==> src/masked_byte_pattern_scanner_macros.svh <==
// Assertion helpers shared by the scanner modules.
// Both sample on clk_i and stay quiet while rst_ni is low.
`ifndef MASKED_BYTE_PATTERN_SCANNER_MACROS_SVH
`define MASKED_BYTE_PATTERN_SCANNER_MACROS_SVH

// Property must hold at every clock edge out of reset.
`define MBPS_ASSERT(lbl, prop, msg) \
  lbl: assert property (@(posedge clk_i) disable iff (!rst_ni) prop) \
    else $error(msg);

// Condition must never be seen at a clock edge out of reset.
`define MBPS_ASSERT_NEVER(lbl, cond, msg) \
  lbl: assert property (@(posedge clk_i) disable iff (!rst_ni) !(cond)) \
    else $error(msg);

`endif

==> src/mbps_pkg.sv <==
`default_nettype none

package mbps_pkg;

  localparam int unsigned MaxPattern    = 8;
  localparam int unsigned EvtQueueDepth = 4;
  localparam int unsigned AddrWidth     = 64;
  localparam int unsigned CountWidth    = 32;
  localparam int unsigned CfgIdxWidth   = 3;
  localparam int unsigned CfgDataWidth  = 64;

  typedef enum logic [CfgIdxWidth-1:0] {
    RegPattern    = 3'd0,
    RegCareMask   = 3'd1,
    RegPatLen     = 3'd2,
    RegScanMode   = 3'd3,
    RegOccurrence = 3'd4,
    RegOffset     = 3'd5,
    RegBase       = 3'd6
  } cfg_reg_e;

  typedef struct packed {
    logic [63:0] pattern_bytes;
    logic [7:0]  care_mask;
    logic [3:0]  pattern_length;
    logic        scan_mode;
    logic [30:0] occurrence;
    logic [31:0] match_offset;
    logic [63:0] base_address;
  } cfg_t;

  localparam cfg_t CfgReset = '{
    pattern_bytes:  64'd0,
    care_mask:      8'hFF,
    pattern_length: 4'd1,
    scan_mode:      1'b0,
    occurrence:     31'd1,
    match_offset:   32'd0,
    base_address:   64'd0
  };

  // One classified byte, as handed from front to back.
  typedef struct packed {
    logic                  hit;    // match result to report
    logic                  nth;    // match is the nth occurrence (offset, ends scan)
    logic [CountWidth-1:0] start;  // match start within the range
    logic                  term;   // not-found / end-of-range terminator follows
  } evt_t;

endpackage

`default_nettype wire

==> src/mbps_front.sv <==
`default_nettype none
`include "masked_byte_pattern_scanner_macros.svh"

module mbps_front #(
  parameter int unsigned MaxPattern = mbps_pkg::MaxPattern
) (
  input  wire                  clk_i,
  input  wire                  rst_ni,
  input  wire mbps_pkg::cfg_t  cfg_i,
  input  wire                  in_valid_i,
  output logic                 in_ready_o,
  input  wire  [7:0]           data_byte_i,
  input  wire                  last_byte_i,
  output logic                 evt_valid_o,
  output mbps_pkg::evt_t       evt_o,
  input  wire                  evt_ready_i
);

  localparam int unsigned LenW = $clog2(MaxPattern + 1);
  localparam int unsigned IdxW = (MaxPattern > 1) ? $clog2(MaxPattern) : 1;
  localparam int unsigned CntW = mbps_pkg::CountWidth;

  logic [7:0]      win_q [MaxPattern];
  logic [7:0]      shift_win [MaxPattern];
  logic [CntW-1:0] pos_q, pos_d;
  logic [CntW-1:0] count_q, count_d, count_inc;
  logic            done_q, done_d;
  logic [LenW-1:0] len;
  logic            window_hit;
  logic            enough;
  logic            nth_hit;
  logic [CntW-1:0] start;
  logic            accept;

  assign in_ready_o = evt_ready_i;
  assign accept     = in_valid_i & in_ready_o;

  // Clamp the configured length into 1..MaxPattern.
  always_comb begin
    if (cfg_i.pattern_length == 4'd0) begin
      len = LenW'(1);
    end else if (cfg_i.pattern_length > 4'(MaxPattern)) begin
      len = LenW'(MaxPattern);
    end else begin
      len = cfg_i.pattern_length[LenW-1:0];
    end
  end

  // Window as it stands after taking this byte; entry 0 is the newest.
  always_comb begin
    shift_win[0] = data_byte_i;
    for (int i = 1; i < MaxPattern; i++) begin
      shift_win[i] = win_q[i-1];
    end
  end

  // Pattern byte j lines up with window entry len-1-j.
  always_comb begin
    logic [LenW-1:0] idx;
    window_hit = 1'b1;
    for (int j = 0; j < MaxPattern; j++) begin
      idx = len - LenW'(j) - LenW'(1);
      if ((LenW'(j) < len) && cfg_i.care_mask[j] &&
          (shift_win[idx[IdxW-1:0]] != cfg_i.pattern_bytes[8*j +: 8])) begin
        window_hit = 1'b0;
      end
    end
  end

  assign enough    = pos_q >= (CntW'(len) - CntW'(1));
  assign start     = pos_q + CntW'(1) - CntW'(len);
  assign count_inc = (count_q == '1) ? count_q : count_q + CntW'(1);
  assign nth_hit   = (cfg_i.occurrence != '0) && (count_inc == {1'b0, cfg_i.occurrence});

  always_comb begin
    pos_d       = pos_q;
    count_d     = count_q;
    done_d      = done_q;
    evt_o       = '0;
    evt_valid_o = 1'b0;
    if (accept) begin
      if (!done_q) begin
        pos_d = pos_q + CntW'(1);
        if (enough && window_hit) begin
          if (cfg_i.scan_mode) begin
            evt_o.hit   = 1'b1;
            evt_o.start = start;
          end else begin
            count_d = count_inc;
            if (nth_hit) begin
              evt_o.hit   = 1'b1;
              evt_o.nth   = 1'b1;
              evt_o.start = start;
              done_d      = 1'b1;
            end
          end
        end
        evt_o.term  = last_byte_i & (cfg_i.scan_mode | ~done_d);
        evt_valid_o = evt_o.hit | evt_o.term;
      end
      // End of range: start the next one afresh.
      if (last_byte_i) begin
        pos_d   = '0;
        count_d = '0;
        done_d  = 1'b0;
      end
    end
  end

  always_ff @(posedge clk_i or negedge rst_ni) begin
    if (!rst_ni) begin
      pos_q   <= '0;
      count_q <= '0;
      done_q  <= 1'b0;
    end else begin
      pos_q   <= pos_d;
      count_q <= count_d;
      done_q  <= done_d;
    end
  end

  // Window bytes are only compared once this range has filled them.
  always_ff @(posedge clk_i) begin
    if (accept && !done_q) begin
      win_q <= shift_win;
    end
  end

  `MBPS_ASSERT(a_done_has_count, done_q |-> (count_q != '0), "scan done with no match counted")

endmodule

`default_nettype wire

==> src/mbps_fifo.sv <==
`default_nettype none
`include "masked_byte_pattern_scanner_macros.svh"

module mbps_fifo #(
  parameter int unsigned Depth = mbps_pkg::EvtQueueDepth
) (
  input  wire                  clk_i,
  input  wire                  rst_ni,
  input  wire                  push_i,
  input  wire mbps_pkg::evt_t  data_i,
  output logic                 full_o,
  input  wire                  pop_i,
  output logic                 valid_o,
  output mbps_pkg::evt_t       data_o
);

  localparam int unsigned PtrW = (Depth > 1) ? $clog2(Depth) : 1;
  localparam int unsigned CntW = $clog2(Depth + 1);

  mbps_pkg::evt_t  mem_q [Depth];
  logic [PtrW-1:0] wr_ptr_q, wr_ptr_d;
  logic [PtrW-1:0] rd_ptr_q, rd_ptr_d;
  logic [CntW-1:0] count_q, count_d;

  assign full_o  = count_q == CntW'(Depth);
  assign valid_o = count_q != '0;
  assign data_o  = mem_q[rd_ptr_q];

  always_comb begin
    wr_ptr_d = wr_ptr_q;
    rd_ptr_d = rd_ptr_q;
    count_d  = count_q;
    if (push_i) begin
      wr_ptr_d = (wr_ptr_q == PtrW'(Depth - 1)) ? '0 : wr_ptr_q + PtrW'(1);
    end
    if (pop_i) begin
      rd_ptr_d = (rd_ptr_q == PtrW'(Depth - 1)) ? '0 : rd_ptr_q + PtrW'(1);
    end
    if (push_i && !pop_i) begin
      count_d = count_q + CntW'(1);
    end else if (pop_i && !push_i) begin
      count_d = count_q - CntW'(1);
    end
  end

  always_ff @(posedge clk_i or negedge rst_ni) begin
    if (!rst_ni) begin
      wr_ptr_q <= '0;
      rd_ptr_q <= '0;
      count_q  <= '0;
    end else begin
      wr_ptr_q <= wr_ptr_d;
      rd_ptr_q <= rd_ptr_d;
      count_q  <= count_d;
    end
  end

  always_ff @(posedge clk_i) begin
    if (push_i) begin
      mem_q[wr_ptr_q] <= data_i;
    end
  end

  `MBPS_ASSERT_NEVER(a_no_overflow, push_i && full_o, "push into a full event queue")
  `MBPS_ASSERT_NEVER(a_no_underflow, pop_i && !valid_o, "pop from an empty event queue")

endmodule

`default_nettype wire

==> src/mbps_back.sv <==
`default_nettype none
`include "masked_byte_pattern_scanner_macros.svh"

module mbps_back (
  input  wire                                 clk_i,
  input  wire                                 rst_ni,
  input  wire mbps_pkg::cfg_t                 cfg_i,
  input  wire                                 evt_valid_i,
  input  wire mbps_pkg::evt_t                 evt_i,
  output logic                                evt_pop_o,
  output logic                                out_valid_o,
  input  wire                                 out_ready_i,
  output logic [mbps_pkg::AddrWidth-1:0]      out_addr_o,
  output logic                                out_found_o,
  output logic                                out_end_o
);

  localparam int unsigned AW = mbps_pkg::AddrWidth;

  logic [AW-1:0] nth_base_q;
  logic          sent_q, sent_d;
  logic          out_valid_q, out_valid_d;
  logic [AW-1:0] out_addr_q, out_addr_d;
  logic          out_found_q, out_found_d;
  logic          out_end_q, out_end_d;
  logic          out_free;
  logic          load;

  assign out_free = ~out_valid_q | out_ready_i;

  always_comb begin
    sent_d      = sent_q;
    out_valid_d = out_valid_q & ~out_ready_i;
    out_addr_d  = out_addr_q;
    out_found_d = out_found_q;
    out_end_d   = out_end_q;
    evt_pop_o   = 1'b0;
    load        = 1'b0;
    if (out_free && evt_valid_i) begin
      load        = 1'b1;
      out_valid_d = 1'b1;
      if (evt_i.hit && !sent_q) begin
        out_found_d = 1'b1;
        out_end_d   = evt_i.nth;
        out_addr_d  = (evt_i.nth ? nth_base_q : cfg_i.base_address) +
                      {{(AW - mbps_pkg::CountWidth){1'b0}}, evt_i.start};
        // Hold the entry when its terminator still has to go out.
        sent_d      = evt_i.term;
        evt_pop_o   = ~evt_i.term;
      end else begin
        out_found_d = 1'b0;
        out_end_d   = 1'b1;
        out_addr_d  = '0;
        sent_d      = 1'b0;
        evt_pop_o   = 1'b1;
      end
    end
  end

  always_ff @(posedge clk_i or negedge rst_ni) begin
    if (!rst_ni) begin
      nth_base_q  <= '0;
      sent_q      <= 1'b0;
      out_valid_q <= 1'b0;
    end else begin
      nth_base_q  <= cfg_i.base_address +
                     {{(AW - 32){cfg_i.match_offset[31]}}, cfg_i.match_offset};
      sent_q      <= sent_d;
      out_valid_q <= out_valid_d;
    end
  end

  always_ff @(posedge clk_i) begin
    if (load) begin
      out_addr_q  <= out_addr_d;
      out_found_q <= out_found_d;
      out_end_q   <= out_end_d;
    end
  end

  assign out_valid_o = out_valid_q;
  assign out_addr_o  = out_addr_q;
  assign out_found_o = out_found_q;
  assign out_end_o   = out_end_q;

  `MBPS_ASSERT(a_miss_zero_addr, (out_valid_q && !out_found_q) |-> (out_addr_q == '0),
    "not-found result carries a non-zero address")
  `MBPS_ASSERT(a_sent_holds_entry, sent_q |-> (evt_valid_i && evt_i.hit && evt_i.term),
    "split entry lost before its terminator went out")

endmodule

`default_nettype wire

==> src/masked_byte_pattern_scanner.sv <==
// Masked byte pattern scanner: wildcard byte signature search over a byte stream.
// Input channel s_axis: one memory byte per transaction, tlast on the final byte of
// the range. Output channel m_axis: one result per transaction, tdata the match
// address, tuser the found flag, tlast the end of the scan.
// Configure through cfg_we_i/cfg_idx_i/cfg_data_i between ranges only.
// Find-all mode gives base+start for every match, then a not-found terminator on
// the final byte; nth mode gives base+start+offset for the chosen occurrence and
// ignores the rest of the range, or a not-found result if it never comes.
// A result reaches m_axis through the event queue and then the output register:
// the byte's entry enters the queue at the edge that takes the byte, and the queue
// head moves into the output register once that register is free.
// Throughput: one byte per cycle; a final byte that also matches in find-all mode
// gives the back end two results from one queue entry, sent one after the other.
// The four-entry event queue absorbs that and any short receiver stall; s_axis_tready
// falls only when the queue is full.
// Reset clears the registers to their defaults, empties the queue and the output,
// and restarts the range at position zero.

`default_nettype none

module masked_byte_pattern_scanner #(
  parameter int unsigned MaxPattern    = mbps_pkg::MaxPattern,
  parameter int unsigned EvtQueueDepth = mbps_pkg::EvtQueueDepth
) (
  input  wire                                  clk_i,
  input  wire                                  rst_ni,
  // Configuration writes
  input  wire                                  cfg_we_i,
  input  wire  [mbps_pkg::CfgIdxWidth-1:0]     cfg_idx_i,
  input  wire  [mbps_pkg::CfgDataWidth-1:0]    cfg_data_i,
  // Byte stream in
  input  wire                                  s_axis_tvalid,
  output logic                                 s_axis_tready,
  input  wire  [7:0]                           s_axis_tdata,   // [7:0] data_byte
  input  wire                                  s_axis_tlast,   // last_byte
  // Results out
  output logic                                 m_axis_tvalid,
  input  wire                                  m_axis_tready,
  output logic [mbps_pkg::AddrWidth-1:0]       m_axis_tdata,   // [63:0] match_address
  output logic                                 m_axis_tuser,   // [0] found
  output logic                                 m_axis_tlast    // scan_end
);

  mbps_pkg::cfg_t cfg_q;
  mbps_pkg::evt_t front_evt;
  mbps_pkg::evt_t head_evt;
  logic           front_evt_valid;
  logic           queue_full;
  logic           head_valid;
  logic           head_pop;

  // Configuration registers: take a write whenever the enable is high; drop
  // writes to indexes outside the register list.
  always_ff @(posedge clk_i or negedge rst_ni) begin
    if (!rst_ni) begin
      cfg_q <= mbps_pkg::CfgReset;
    end else if (cfg_we_i) begin
      unique case (mbps_pkg::cfg_reg_e'(cfg_idx_i))
        mbps_pkg::RegPattern:    cfg_q.pattern_bytes  <= cfg_data_i;
        mbps_pkg::RegCareMask:   cfg_q.care_mask      <= cfg_data_i[7:0];
        mbps_pkg::RegPatLen:     cfg_q.pattern_length <= cfg_data_i[3:0];
        mbps_pkg::RegScanMode:   cfg_q.scan_mode      <= cfg_data_i[0];
        mbps_pkg::RegOccurrence: cfg_q.occurrence     <= cfg_data_i[30:0];
        mbps_pkg::RegOffset:     cfg_q.match_offset   <= cfg_data_i[31:0];
        mbps_pkg::RegBase:       cfg_q.base_address   <= cfg_data_i;
        default: ;
      endcase
    end
  end

  // Front: advance the window, compare, count occurrences and classify each byte
  // into at most one queue entry.
  mbps_front #(
    .MaxPattern (MaxPattern)
  ) u_front (
    .clk_i       (clk_i),
    .rst_ni      (rst_ni),
    .cfg_i       (cfg_q),
    .in_valid_i  (s_axis_tvalid),
    .in_ready_o  (s_axis_tready),
    .data_byte_i (s_axis_tdata),
    .last_byte_i (s_axis_tlast),
    .evt_valid_o (front_evt_valid),
    .evt_o       (front_evt),
    .evt_ready_i (~queue_full)
  );

  // Event queue: lets the front keep taking bytes while the receiver stalls.
  mbps_fifo #(
    .Depth (EvtQueueDepth)
  ) u_fifo (
    .clk_i   (clk_i),
    .rst_ni  (rst_ni),
    .push_i  (front_evt_valid),
    .data_i  (front_evt),
    .full_o  (queue_full),
    .pop_i   (head_pop),
    .valid_o (head_valid),
    .data_o  (head_evt)
  );

  // Back: form the addresses and send results through the output register.
  mbps_back u_back (
    .clk_i       (clk_i),
    .rst_ni      (rst_ni),
    .cfg_i       (cfg_q),
    .evt_valid_i (head_valid),
    .evt_i       (head_evt),
    .evt_pop_o   (head_pop),
    .out_valid_o (m_axis_tvalid),
    .out_ready_i (m_axis_tready),
    .out_addr_o  (m_axis_tdata),
    .out_found_o (m_axis_tuser),
    .out_end_o   (m_axis_tlast)
  );

endmodule

`default_nettype wire

==> config.mk <==
export PLATFORM = sky130hd
export DESIGN_NAME = masked_byte_pattern_scanner
export DESIGN_NICKNAME = d
export VERILOG_FILES = /design/src/mbps_pkg.sv /design/src/mbps_front.sv /design/src/mbps_fifo.sv /design/src/mbps_back.sv /design/src/masked_byte_pattern_scanner.sv
export VERILOG_INCLUDE_DIRS = /design/src /design/src/src
export SDC_FILE = /design/constraint.sdc
export NUM_CORES = 1
export LEC_CHECK = 0
export ABC_CLOCK_PERIOD_IN_PS = 7200
export CAP_MARGIN = 10
export CORE_MARGIN = 2
export CORE_UTILIZATION = 44
export DETAILED_ROUTE_END_ITERATION = 7
export DONT_BUFFER_PORTS = 1
export GPL_TIMING_DRIVEN = 0
export PLACE_DENSITY = 0.55
export SYNTH_ARGS = -nofsm -noshare
export SYNTH_HDL_FRONTEND = slang
export SYNTH_SLANG_ARGS = --single-unit
==> constraint.sdc <==
create_clock -name clk_i -period 7.2 [get_ports clk_i]
set_input_delay 0.72 -clock clk_i [delete_from_list [all_inputs] [get_ports clk_i]]
set_output_delay 0.72 -clock clk_i [all_outputs]
set_load 0.05 [all_outputs]
# Word-level counts from Yosys, hierarchy flattened

Memories as Yosys holds them, arrays and structs flattened.
Index checks and enable logic that the tools add are counted.

$add $sub $neg: 24
Magnitude comparators: 18
Equal/unequal tests: 21
Muxes and demuxes: 72
Bitwise operators: 19
Reductions and logical operators: 43

Operator list:

| kind                                                                         | number |
|---|---|
| 32-bit 2-to-1 mux                                                            | 8 |
| 8-bit binary-select mux with 3-bit select                                    | 8 |
| 34-bit 2-to-1 mux                                                            | 4 |
| 8-bit 2-to-1 mux                                                             | 16 |
| 35-bit 2-to-1 mux                                                            | 2 |
| 32-bit by 1-bit adder with 32-bit output (second input constant)             | 2 |
| 64-bit by 32-bit adder with 64-bit output                                    | 1 |
| 64-bit adder                                                                 | 1 |
| 64-bit 2-to-1 mux                                                            | 1 |
| 8-bit != test                                                                | 8 |
| 32-bit by 31-bit == test with 1-bit output                                   | 1 |
| 32-bit == test (second input constant)                                       | 1 |
| 32-bit greater-or-equal comparator                                           | 1 |
| 4-bit greater-or-equal comparator (second input constant)                    | 8 |
| 3-bit inverter with 4-bit output                                             | 8 |
| 32-bit by 4-bit subtractor with 32-bit output                                | 1 |
| 31-bit nonzero test                                                          | 1 |
| 1-bit 2-to-1 mux                                                             | 27 |
| 3-bit by 1-bit subtractor with 3-bit output (second input constant)          | 9 |
| 1-bit logical AND                                                            | 23 |
| 2-bit AND reduction                                                          | 9 |
| 3-bit by 4-bit less-than comparator with 1-bit output (first input constant) | 4 |
| 3-bit == test (second input constant)                                        | 4 |
| 3-bit subtractor (second input constant)                                     | 4 |
| other kinds (23)                                                             | 45 |

Register bits after elaboration: 464
RAM bits: 140
Input bits: 81
Logic and storage cells: 224
Memories: 1

Memories:

| name         | words | bits a word | rd ports | clocked after memory_dff | write ports | RTL line        | RTL |
|---|---|---|---|---|---|---|---|
| u_fifo.mem_q | 4     | 35          | 1        | 0                        | 1           | mbps_fifo.sv:20 | `mbps_pkg::evt_t mem_q [Depth];` |

# Longest topological paths before layout

Gate-level depths: netlist of the first run.

Word-level depth: 32
Mapped depth: 24
Mapped depth without buffers: 20

# Cells and area by module

A second synthesis of the first run with hierarchy kept.

Cells, all modules: 3,451
Area total of the unflattened synthesis: 37,357.1 um^2

By module, submodules not included:

| module                      | times used | cells an instance | area each (um^2) | seq. area each (um^2) |
|---|---|---|---|---|
| mbps_front                  | 1          | 1,554             | 12,973.7         | 3,308.2 |
| mbps_back                   | 1          | 1,240             | 11,205.7         | 3,633.5 |
| masked_byte_pattern_scanner | 1          | 437               | 7,654.8          | 5,117.4 |
| mbps_fifo                   | 1          | 220               | 5,522.8          | 4,379.2 |

# Least setup slack after synthesis of the first run

Ideal clock, no wire load.

Kind: register to register
From: register u_fifo.rd_ptr_q[0]
To: register u_back.out_addr_q[61] (netlist: u_back.out_addr_o[61]) (data pin)
Arrival time: 6.003 ns
Slack: 1.040 ns
Stages on the path, launching flop included: 23
Cells stage by stage: dfrtp_1 > mux4_2 > clkbuf_1 > buf_1 > clkbuf_1 > buf_1 > clkbuf_1 > buf_1 > mux2_2 > ha_1 > clkbuf_1 > a21o_1 > a21o_1 > a21o_1 > a2111oi_0 > nor2_1 > nor4b_1 > a211oi_1 > o211ai_1 > clkbuf_1 > nor2_1 > and3_1 > nor3_1

Cells in the longest elaborated chain, start to end: 3

RTL lines:

| element                                   | RTL line        | RTL |
|---|---|---|
| start: declaration                        | mbps_fifo.sv:22 | `logic [PtrW-1:0] rd_ptr_q, rd_ptr_d;` |
| start signal: assignment                  | mbps_fifo.sv:53 | `rd_ptr_q <= rd_ptr_d;` |
| memory 4 x 35 bit (*)                     | --              |  |
| 64-bit 2-to-1 mux                         | mbps_back.sv:45 | `out_addr_d = (evt_i.nth ? nth_base_q : cfg_i.base_address) +` |
| 64-bit by 32-bit adder with 64-bit output | mbps_back.sv:45 |  |
| end signal: assignment                    | mbps_back.sv:75 | `out_addr_q <= out_addr_d;` |
| end: declaration                          | mbps_back.sv:23 | `logic [AW-1:0] out_addr_q, out_addr_d;` |

Every way passes the cells marked *; elsewhere a longest branch is shown, timed or not.
A chain may end at the register's enable or synchronous reset.

# Final worst setup path of the first run

From: register u_fifo.rd_ptr_q[0]
To: register u_back.out_addr_q[51] (netlist: u_back.out_addr_o[51]) (data pin)

Same word-level chain as after synthesis.

==> qor.yml, run 1 <==
layout.cells.non_filler: 4492
die_area_um2: 84200
synth-seq-area-share_pct: 45.6
cap_violations: 0
yosysUniqueCellTypes: 92
rsz0062_at_grt: "false"
place_ws_ps: -1920
drt_wl_total_um: 115000
die_h_um: 290
grt_max_degree: 343
slowest_stage: "a2111oi_1"
cts_root_buf: "clkbuf_16"
fin_area_um2: 40100
insertion_delay_ps: 630
yosys_warnings: 0
routedWlPerCell_um: 25.7
synth-seq-cells: 604
area_growth_pct: 11.2
clk_pin_slew_worst_paths_ps: 60
dr.first_iter.drc_count: 2423
drive_above_1_share_pct: 15.8
via_count: 27341
reg2regPathDepth: 17
dp_cells: 4362
syn_area_per_cell_um2: 11.0
arrival_ps: 7340
async_flop_share_pct: 56.6
htree_levels: 3
dpl_cell_area_um2: 37600
fp-row-count: 104
mostFrequentLayoutCells: "dfrtp_1 (332), edfxtp_1 (262), nor2_1 (242)"
final_common_cell: "dfrtp_1"
numCtsBuffers: 71
grt_antenna_before_repair: 9
post-route-drc-count: 0
crit_chain: "mux4_2, clkbuf_4, clkbuf_2, clkdlybuf4s15_2, mux2_2, ha_1, a21oi_1, o21bai_1, a2111oi_1, nor4_1, o221ai_1, a211oi_1, o211ai_1, clkbuf_1, nor3_1, xnor2_1, o22ai_1"
violations: "negative hold slack"
coreArea_um2: 80800
drtPass1Iterations: 5
hold_violations: 170
tightestPinTransition_ps: 1230
outcome: "finished with violations"
crit_fanout: 28
finClkSkew_ps: 30.1
cts_tree: "built"
critPathMaxStageDelay_ps: 700
startpoint_type: "flip-flop"
grtUsageTotal_pct: 26.9
cts_sinks: 604
fin_nets: 3604
grt_pass1_vias: 26926
port_buffers: 0
final_core_util_pct: 49.6
min_period_ps: 6980
slew_headroom_pct: 17.8
setup_viol: 0
finalWeightedCongestion: 0.946
hpwlAfterDp_um: 89300
grt_first_pass_wirelength_um: 172000
ios: 149
gr-total-overflow: 0
leakagePower_nw: 16.1
cp.required_ps: 7560
min_path_type: "in2async"
vdd_ir_drop_max_mv: 0.195
synth_flop_cell: "dfrtp_1"
cp_num_cells: 17
cp_top_family: "compound AO/OA/AOI/OAI gates"
postLayoutSetupSlackWorst_ps: 215
final_max_slew_viol_count: 0
n_fill_cell: 7218
die-width_um: 290
end_kind: "flip-flop"
power_density_nw_per_um2: 434
fmax_mhz: 143
timing.final.crit_share_pct: 97.0
synth_cells: 3265
crit_buf_inv: 4
fin_hold_ws_ps: -179
vias_per_cell: 6.09
synth-edff-count: 262
clock_path_buffers: 3
syn_area_um2: 36000
critPathKind: "reg2reg"
ant_nets: 0
initial_utilization_pct: 44.6
where the power goes:
part / leakage, nW / internal, mW / switching, mW
clock network: 1.16 / 2.17 / 1.53
registers: 6.69 / 4.60 / 1.22
logic: 8.26 / 3.25 / 4.64
total: 16.1 / 10.0 / 7.39
worst register-to-register path: stages, from the launching register on:
cell and delay (ps):
dfrtp_1 410, mux4_2 600, clkbuf_4 470, clkbuf_2 460
clkdlybuf4s15_2 530, mux2_2 410, ha_1 330, a21oi_1 260
o21bai_1 130, a2111oi_1 700, nor4_1 190, o221ai_1 510
a211oi_1 300, o211ai_1 390, clkbuf_1 440, nor3_1 130
xnor2_1 350, o22ai_1 150
layout make-up:
type	count	area, um2	area share [%]
Clock inverter	42	454	1.13
Clock buffer	86	1920	4.78
Sequential cell	604	16400	41.0
Multi-Input combinational cell	2435	18700	46.7
Buffer	173	738	1.84
Inverter	76	285	0.712
Antenna cell	4	10.0	0.0250
Timing Repair Buffer	12	200	0.500
Tap cell	1060	1330	3.31
kinds of logic (layout without fill, tap and decap cells):
group | after synthesis | after routing | share of synthesized area [%]
AOI/OAI and AO/OA | 691 | 691 | 13.0
xor gates and xnor gates | 272 | 272 | 6.67
adders and majority gates | 150 | 150 | 5.29
buffers and inverters | 253 | 389 | 2.81
DFF | 604 | 604 | 45.6
muxes | 371 | 371 | 13.7
other | 1 | 32 | 0.0104
and+or+nand+nor | 923 | 923 | 12.8
path summary, 6_finish.rpt:
kind	slack [ps]	from	endpoint
min in group clk_i	180	s_axis_tdata[6]	u_front.shift_win[54]
worst min-delay path	-180	rst_ni	u_front.pos_q[18]
worst min register to register	470	cfg_q[64]	u_back.nth_base_q[0]
worst max register to register	220	u_fifo.rd_ptr_q[0]	u_back.out_addr_o[51]
max in group asynchronous	6480	rst_ni	u_back.nth_base_q[28]
worst max-delay path	220	u_fifo.rd_ptr_q[0]	u_back.out_addr_o[51]
flip-flops by register name, indices dropped and copies added, names as in the netlist:
signal and flops:
u_fifo.rd_ptr_q 2, u_back.out_valid_o 1, cfg_q 204, u_back.out_end_o 1, u_front.count_q 32, u_back.nth_base_q 64, u_front.done_q 1, u_fifo.wr_ptr_q 2
u_back.sent_q 1, u_fifo.count_q 3, u_front.shift_win 56, u_back.out_found_o 1, u_back.out_addr_o 64, u_fifo.mem_q 140, u_front.pos_q 32
timing repair:
| item | in CTS | in global routing |
|---|---|---|
| gates resized for setup | 11 | 9 |
| setup buffers | 2 | 0 |
| hold endpoints to repair | 332 | 332 |
| endpoints found under the setup margin | 159 | 148 |
| pin swaps | 1 | 0 |
routing by layer:
| layer | track usage, % | vias to the layer above | routed length [um] |
|---|---|---|---|
| li1 | - | 12410 | - |
| met1 | 37.6 | 13697 | 51000 |
| met2 | 42.7 | 1018 | 52900 |
| met3 | 4.23 | 216 | 7150 |
| met4 | 9.31 | 0 | 4190 |
| met5 | 0 | - | 0 |
per-stage QoR:
| stage | TNS (ps) | total power, mW | hold WS [ps] |
|---|---|---|---|
| 4_1_cts | 0 | 17.5 | -219 |
| 3_5_place_dp | -71210 | 13.7 | 445 |
| 6_report | 0 | 17.4 | -179 |
| 2_1_floorplan | 0 | 11.4 | 424 |
| 3_3_place_gp | -223650 | 13.5 | 443 |
| 5_1_grt | 0 | 18.4 | -216 |
cells in the mapped netlist (28+ instances only):
master | count | share of area, %
dfrtp_1 | 332 | 23
edfxtp_1 | 262 | 22
nor2_1 | 242 | 2.5
mux2_2 | 241 | 7.5
nand2_1 | 203 | 2.1
xnor2_1 | 162 | 3.9
ha_1 | 146 | 5.1
a21oi_1 | 143 | 2.0
o21ai_0 | 137 | 1.9
clkbuf_1 | 127 | 1.3
xor2_1 | 109 | 2.7
a21o_1 | 97 | 2.0
nor3_1 | 82 | 1.1
nand3_1 | 76 | 1.1
mux4_2 | 74 | 4.6
inv_1 | 73 | 0.76
nor2b_1 | 72 | 1.3
nand4_1 | 63 | 1.1
mux2i_1 | 56 | 1.6
a32oi_1 | 47 | 1.1
a31oi_1 | 37 | 0.64
and3_1 | 33 | 0.57
nor4_1 | 29 | 0.50
buf_2 | 28 | 0.39
No activity file was read; power rests on OpenSTA's default activity.
==> run 2: changes to the inputs <==
CORE_UTILIZATION = 31   (was 44)
PLACE_DENSITY = 0.41   (was 0.55)
==> qor.yml, run 2 (synthesis results as in run 1) <==
post-route-drc-count: 0
p_clk_share_pct: 23.5
cap_violations: 0
dr.first_iter.drc_count: 2111
area_growth_pct: 14.7
reg2reg_setup_slack_ps: 210
finClkSkew_ps: 37.9
grt_max_degree: 343
numCtsBuffers: 80
port_buffers: 0
mostFrequentLayoutCells: "dfrtp_1 (332), edfxtp_1 (262), nor2_1 (242)"
postLayoutSetupSlackWorst_ps: 207
cts_tree: "built"
p_int_mw: 10.6
fp-row-count: 125
arrival_ps: 7570
finalWeightedCongestion: 0.940
coreArea_um2: 116000
critPathKind: "reg2reg"
slowest_stage: "clkbuf_1"
switching_share_pct: 42.3
clk_pin_slew_worst_paths_ps: 60
outcome: "completed"
routedWlPerCell_um: 25.7
startpoint_type: "flip-flop"
end_kind: "flip-flop"
dp_cells: 4825
drive_above_1_share_pct: 16.7
layout.cells.non_filler: 4992
cp_top_family: "buffers and inverters"
reg2regPathDepth: 21
top_regs: "cfg_q x204, u_fifo.mem_q x140"
leakagePower_nw: 16.4
cts_sinks: 604
grtUsageTotal_pct: 20.9
critPathMaxStageDelay_ps: 640
initial_utilization_pct: 31.1
cts_root_buf: "clkbuf_16"
grt_first_pass_wirelength_um: 184000
min_path_type: "in2async"
largest_register_ffs: 204
combPwrFrac_pct: 44.5
seq_power_share_pct: 32.0
rsz0062_at_grt: "false"
ios: 149
setup_viol: 0
grt_antenna_before_repair: 11
drtPass1Iterations: 6
via_count: 27107
tightestPinTransition_ps: 1220
drt_wl_total_um: 128000
die_h_um: 345
fin_area_um2: 41300
crit_buf_inv: 6
power_density_nw_per_um2: 443
fin_nets: 3619
final_common_cell: "dfrtp_1"
final_max_slew_viol_count: 0
timing.rr.end: "u_fifo.count_q[2]"
slew_headroom_pct: 18.4
r2r_start: "cfg_q[131]"
crit_fanout: 15
fmax_mhz: 143
p_switching_mw: 7.74
final_core_util_pct: 35.7
clock_path_buffers: 3
power_mw: 18.3
die_area_um2: 119000
timing.final.crit_share_pct: 97.1
dpl_cell_area_um2: 38200
grt_pass1_vias: 26830
htree_levels: 3
place_ws_ps: -2670
largest-register: "cfg_q"
die-width_um: 345
gr-total-overflow: 0
finalSetupTns_ps: 0
vdd_ir_drop_max_mv: 0.197
hpwlAfterDp_um: 97700
hold_violations: 0
min_period_ps: 6990
ant_nets: 0
crit_chain: "buf_2, nand2b_1, buf_2, clkbuf_2, ha_1, clkbuf_1, clkbuf_1, nand4_1, a22oi_1, xnor2_1, nor4_1, a31oi_1, nor3_1, nand3_1, o21ai_2, ha_1, inv_1, fa_1, xor2_1, nor2_1, xor2_1"
vias_per_cell: 5.43
insertion_delay_ps: 660
cp.required_ps: 7770
fin_hold_ws_ps: 16.3
-- run 2: cell types whose count changed in the layout (fill, tap and decap cells not counted), moves of 3 or more --
cell	previous run	this run
clkbuf_16	73	86
clkbuf_8	4	10
bufinv_16	7	11
clkinvlp_4	3	6
buf_4	3	6
diode_2	4	15
clkinv_1	10	2
clkinv_4	4	1
inv_6	1	5
-- run 2: worst max path at each step --
stage	startpoint	to	slack [ps]	cells after the start
after floorplan	u_fifo.rd_ptr_q[0]	u_back.out_addr_o[61]	1040	22
after global placement	m_axis_tready	u_fifo.count_q[1]	-2950	7
after detailed placement	u_fifo.rd_ptr_q[0]	u_back.out_addr_o[51]	-2670	21
after CTS	u_fifo.rd_ptr_q[0]	u_back.out_addr_o[51]	40	17
after global routing	cfg_q[131]	u_fifo.count_q[2]	7	21
final	cfg_q[131]	u_fifo.count_q[2]	210	21
-- run 2: what timing repair did --
item | 4_1_cts | 5_1_grt
setup buffers | 2 | 4
gates cloned | 0 | 1
endpoints found under the hold margin | 332 | 172
resized for setup | 16 | 13
endpoints found under the setup margin | 369 | 52
pin swaps | 1 | 0
-- run 2: power by group through the flow --
stage / Combinational, mW / Clock (mW) / Sequential (mW)
after global routing: 8.87 / 4.56 / 5.96
final: 8.15 / 4.31 / 5.86
after global placement: 7.92 / 0 / 5.92
after detailed placement: 8.02 / 0 / 5.90
after CTS: 8.09 / 4.42 / 5.84
after floorplan: 5.71 / 0 / 5.66
-- run 2: final cells by class --
class	count	area, um2
repair buffers	18	302
clock buffers	109	2340
plain buffers	172	737
fillers	11501	74400
inverters	76	285
clock inverters	38	512
diodes	15	37.5
flip-flops and latches	604	16400
multi-input cells	2436	18800
well taps	1524	1910
-- run 2: routing by layer --
metal	share of wire (%)	vias to the layer above	wire [um]	global-route usage, %
li1	-	12467	-	-
met1	46	13683	58300	28.9
met2	46	801	59400	33.7
met3	5.2	154	6690	3.01
met4	2.9	2	3700	6.48
met5	0.0094	-	12	0
